File: src/lepm_pkg.sv
package lepm_pkg;

   // field widths
   localparam int TS_W    = 48;
   localparam int VAL_W   = 32;
   localparam int AVG_W   = 48;
   localparam int ALPHA_W = 16;

   // product accumulator of the average update
   localparam int ACC_W   = AVG_W + ALPHA_W;
   localparam int CHUNKS  = AVG_W / ALPHA_W;
   localparam int CHUNK_W = $clog2(CHUNKS);

   // configuration and window defaults
   localparam logic [ALPHA_W-1:0] ALPHA_RESET = 16'd7864;
   localparam int WINDOW_DEPTH_DEF = 32;

   // percentile rank as a running fraction: rank = floor((used-1)*P95_NUM/P95_DEN)
   localparam int P95_NUM = 95;
   localparam int P95_DEN = 100;
   localparam int FRAC_W  = 7;

   localparam logic [VAL_W-1:0] COUNT_MAX = '1;

endpackage

File: src/lepm_ema.sv
// Exponential average update, one 16x16 multiply per cycle over three
// 16-bit chunks of the difference; the first sample is taken as the average directly.
module lepm_ema import lepm_pkg::*; (
   input  logic               clock,
   input  logic               reset,
   input  logic               start,
   input  logic               first,
   input  logic [ALPHA_W-1:0] alpha,
   input  logic [AVG_W-1:0]   avg,
   input  logic [VAL_W-1:0]   sample,
   output logic               done,
   output logic [AVG_W-1:0]   result
);

   localparam logic [1:0] E_IDLE = 2'd0;
   localparam logic [1:0] E_MUL  = 2'd1;
   localparam logic [1:0] E_FIN  = 2'd2;

   logic [1:0]           est_ff, est_in;
   logic [CHUNK_W-1:0]   k_ff, k_in;
   logic                 ge_ff, ge_in;
   logic [AVG_W-1:0]     diff_ff, diff_in;
   logic [AVG_W-1:0]     avg_ff, avg_in;
   logic [ACC_W-1:0]     acc_ff, acc_in;
   logic                 done_ff, done_in;
   logic [AVG_W-1:0]     res_ff, res_in;

   logic [AVG_W-1:0]     target;
   logic [ALPHA_W-1:0]   chunk;
   logic [2*ALPHA_W-1:0] pp;
   logic [AVG_W-1:0]     step;
   logic                 rnd;

   assign target = {sample, {(AVG_W-VAL_W){1'b0}}};
   assign chunk  = diff_ff[ALPHA_W*k_ff +: ALPHA_W];
   assign pp     = alpha * chunk;
   assign step   = acc_ff[ACC_W-1:ALPHA_W];
   assign rnd    = |acc_ff[ALPHA_W-1:0];

   // sequencer: load, three partial products, final add or subtract
   always_comb begin
      est_in  = est_ff;
      k_in    = k_ff;
      ge_in   = ge_ff;
      diff_in = diff_ff;
      avg_in  = avg_ff;
      acc_in  = acc_ff;
      done_in = 1'b0;
      res_in  = res_ff;
      case (est_ff)
         E_IDLE: begin
            if (start) begin
               if (first) begin
                  res_in  = target;
                  done_in = 1'b1;
               end else begin
                  ge_in   = (target >= avg);
                  diff_in = (target >= avg) ? (target - avg) : (avg - target);
                  avg_in  = avg;
                  acc_in  = '0;
                  k_in    = '0;
                  est_in  = E_MUL;
               end
            end
         end
         E_MUL: begin
            acc_in = acc_ff + (ACC_W'(pp) << (ALPHA_W * k_ff));
            if (k_ff == CHUNK_W'(CHUNKS - 1)) begin
               est_in = E_FIN;
            end else begin
               k_in = k_ff + 1'b1;
            end
         end
         E_FIN: begin
            // floor rounding: a decrease rounds its magnitude up
            res_in  = ge_ff ? (avg_ff + step) : (avg_ff - step - AVG_W'(rnd));
            done_in = 1'b1;
            est_in  = E_IDLE;
         end
         default: est_in = E_IDLE;
      endcase
   end

   always_ff @(posedge clock) begin
      if (reset) begin
         est_ff  <= E_IDLE;
         done_ff <= 1'b0;
      end else begin
         est_ff  <= est_in;
         done_ff <= done_in;
      end
   end

   always_ff @(posedge clock) begin
      k_ff    <= k_in;
      ge_ff   <= ge_in;
      diff_ff <= diff_in;
      avg_ff  <= avg_in;
      acc_ff  <= acc_in;
      res_ff  <= res_in;
   end

   assign done   = done_ff;
   assign result = res_ff;

endmodule
File: config.mk
export PLATFORM = sky130hd
export DESIGN_NAME = lepm_ema
export DESIGN_NICKNAME = d
export VERILOG_FILES = /design/src/lepm_pkg.sv /design/src/lepm_ema.sv
export SDC_FILE = /design/constraint.sdc
export NUM_CORES = 2
export LEC_CHECK = 0
export ABC_CLOCK_PERIOD_IN_PS = 37600
export BUFFER_PORTS_ARGS = -buffer_cell sky130_fd_sc_hd__buf_2
export CAP_MARGIN = 5
export CORE_MARGIN = 2
export CORE_UTILIZATION = 70
export DETAILED_ROUTE_END_ITERATION = 8
export PLACE_DENSITY = 0.89
export SLEW_MARGIN = 20
export SYNTH_ARGS = -nofsm -noshare
export SYNTH_HDL_FRONTEND = slang
export SYNTH_SLANG_ARGS = --single-unit
File: constraint.sdc
create_clock -name clock -period 37.6 [get_ports clock]
set_clock_uncertainty 0.15 [all_clocks]
set_input_delay 7.52 -clock clock [delete_from_list [all_inputs] [get_ports clock]]
set_output_delay 7.52 -clock clock [all_outputs]
set_load 0.02 [all_outputs]
==> impl_metrics.env <==
export IMPL_yosys_register_bits=213
export IMPL_layout_cells_most_common="inv_1"
export IMPL_ys_seq_area_frac=0.207
export IMPL_grt_start_max_net_pins=67
export IMPL_cts_num_sinks=213
export IMPL_main_synth_ff_type="edfxtp_1"
export IMPL_crit_path_max_incr_delay_ns=0.53
export IMPL_commonest_cells_after_routing_fill_and_taps_aside="inv_1 (486), ha_1 (370), nand2_1 (340)"
export IMPL_critical_path_top_cell_by_count="fa_1"
export IMPL_placeableCoreArea_um2=43300
export IMPL_slew_headroom=0.394
export IMPL_drive_gt1_frac=0.0712
export IMPL_final_hold_violation_count=0
export IMPL_postRouteAntennaNets=0
export IMPL_number_of_antenna_violations_at_the_first_check_in_global_routing=4
export IMPL_number_of_gates_given_a_new_drive_strength_after_cts=0
export IMPL_hold_path_class="reg -> reg"
export IMPL_numPortBuffers=148
export IMPL_die_y_um=214
export IMPL_clkSlewWorstSetupHoldPaths_ns=0.06
export IMPL_grt_setup_unrepaired="false"
export IMPL_critical_path_endpoint_type="flop"
export IMPL_tns_ns=0
export IMPL_floorplan_die_width_um=214
export IMPL_yosys_warnings=0
export IMPL_area_growth_syn_to_layout_pct=6.36
export IMPL_dr_pass1_iters=8
export IMPL_start_kind="input port"
export IMPL_maximum_clock_path_buffer_count=3
export IMPL_detailed_place_hpwl_um=76000
export IMPL_placementRows=76
export IMPL_vias=28200
export IMPL_avgViaCountPerCell=6.52
export IMPL_clock_tree_from_tritoncts="yes"
export IMPL_run_status="complete, no violations"
export IMPL_grt_remaining_overflow=0
export IMPL_cts_buffers=27
export IMPL_grt_pass1_vias=26700
export IMPL_ctsHtreeMaxLevel=1
export IMPL_timing_critical_path_arrival_ns=16.34
export IMPL_synth_edff_count=210
export IMPL_worst_setup_path_type="in -> reg"
export IMPL_drt_wl_total_um=95600
export IMPL_drc=0
export IMPL_wl_per_cell_um=22.1
export IMPL_synth_fp_nets=4333
export IMPL_asr_flop_ratio_synth=0
export IMPL_finalNetCount=4386
export IMPL_syn_mean_instance_area_um2=8.40
export IMPL_grt_first_pass_wirelength_um=147000
export IMPL_setup_viol_count_final=0
export IMPL_min_period_over_period=0.430
export IMPL_insertion_delay_ns=0.58
export IMPL_design_die_area_um2=45600
export IMPL_postCtsHoldBufs=0
export IMPL_routabilityCongestion=1.05
export IMPL_timing_final_crit_period_ns=16.16
export IMPL_yosysUniqueCellTypes=92
export IMPL_final_max_slew_viol_count=0
export IMPL_tightest_slew_ns=0.909
export IMPL_first_iter_violations=3695
export IMPL_grt_use_total=0.419
export IMPL_critical_path_peak_fanout=16
export IMPL_cp_slowest_cell="fa_1"
export IMPL_cts_root_buffer_cell="clkbuf_16"
export IMPL_io_pins=149
export IMPL_maxCapViolations=0
export IMPL_crit_required_ns=37.78
export IMPL_floorplan_initialDensity=0.711
export IMPL_syn_instance_count=3664
export IMPL_syn_area_um2=30800
export IMPL_post_cts_setup_buffers=0
export IMPL_achievable_frequency_mhz=61.9
[cell type report]
| class | count | area [um2] |
|---|---|---|
| antenna | 3 | 7.51 |
| timing repair buffer | 177 | 958 |
| multi-input combinational | 2806 | 21900 |
| clock buffer | 36 | 749 |
| inverter | 492 | 1850 |
| tap | 585 | 732 |
| fill | 3160 | 10500 |
| clock inverter | 10 | 109 |
| sequential | 213 | 6370 |
[worst max-delay path, delay by kind of cell]
| family | cells | cell delay (ns) |
|---|---|---|
| XOR/XNOR | 2 | 0.55 |
| AND/OR/NAND/NOR | 6 | 0.80 |
| buffers and inverters | 4 | 0.44 |
| multiplexers | 1 | 0.31 |
| adder cells (fa/ha/maj) | 8 | 3.61 |
| AO/OA/AOI/OAI | 12 | 3.12 |
[registers in the layout, indices dropped and copies added (netlist names)]
signal and flops:
diff_ff 48, avg_ff 47, ge_ff 1, k_ff 2, result 48, done 1, acc_ff 64, est_ff 2
[cells by family (layout without fill, tap and decap cells)]
group	Yosys count	count (layout)	share of synthesized area
xor+xnor	214	214	0.0614
buf+inv	645	715	0.0805
mux	39	39	0.0129
fa+ha+maj	569	569	0.280
other cells	0	3	0
flops	213	213	0.207
simple gates	1030	1030	0.157
compound gates	954	954	0.201
[path summary, 6_finish.rpt]
path                            slack (ns)  cells after the start                    from                       end
worst max register to register       26.73                     40   k_ff[0]$_SDFFCE_PP0P_  acc_ff[63]$_SDFFCE_PP0P_
worst max-delay path                 21.44                     33               alpha[11]  acc_ff[63]$_SDFFCE_PP0P_
worst min-delay path                  0.50                      2  est_ff[0]$_SDFFE_PP0P_    est_ff[1]$_SDFFE_PP0P_
worst min register to register        0.50                      2  est_ff[0]$_SDFFE_PP0P_    est_ff[1]$_SDFFE_PP0P_
[through the flow]
stage	std cells	hold slack, ns	utilization	instance area, um2	worst slack, ns
6_report	4322	0.496	0.756	32700	21.44
4_1_cts	4319	0.493	0.756	32700	21.56
3_5_place_dp	4273	0.482	0.736	31900	21.02
3_3_place_gp	4273	0.458	0.736	31900	21.25
2_1_floorplan	3664	0.438	-	30800	19.11
5_1_grt	4319	0.529	0.756	32700	20.92
[cell usage after synthesis, drive strengths merged (23+ instances only)]
master,n,area (um2)
nor3,35,175
o211ai,29,223
xor2,70,613
mux2i,34,340
nor2,279,1050
ha,370,4630
a21oi,297,1500
o21ai,164,825
nor2b,23,144
nand4,36,225
o21a,23,173
fa,199,3980
nand2,340,1280
a21o,132,991
clkbuf,131,494
xnor2,143,1250
o21bai,50,375
inv,488,1830
and2,144,901
a31oi,41,257
o31ai,27,203
nand3,57,285
a211oi,46,350
nand2b,24,150
edfxtp,210,6310
[metal layers]
layer  vias to the layer above  GRT usage  routed length (um)
li1                      12700          -                   -
met5                         -          0                  12
met4                         2      0.246                6360
met2                      1915      0.651               41800
met3                       386      0.107               12000
met1                     13200      0.530               35500
Power is not shown: default switching activity piles up to over one toggle a cycle in this logic, so the estimate is an artifact.
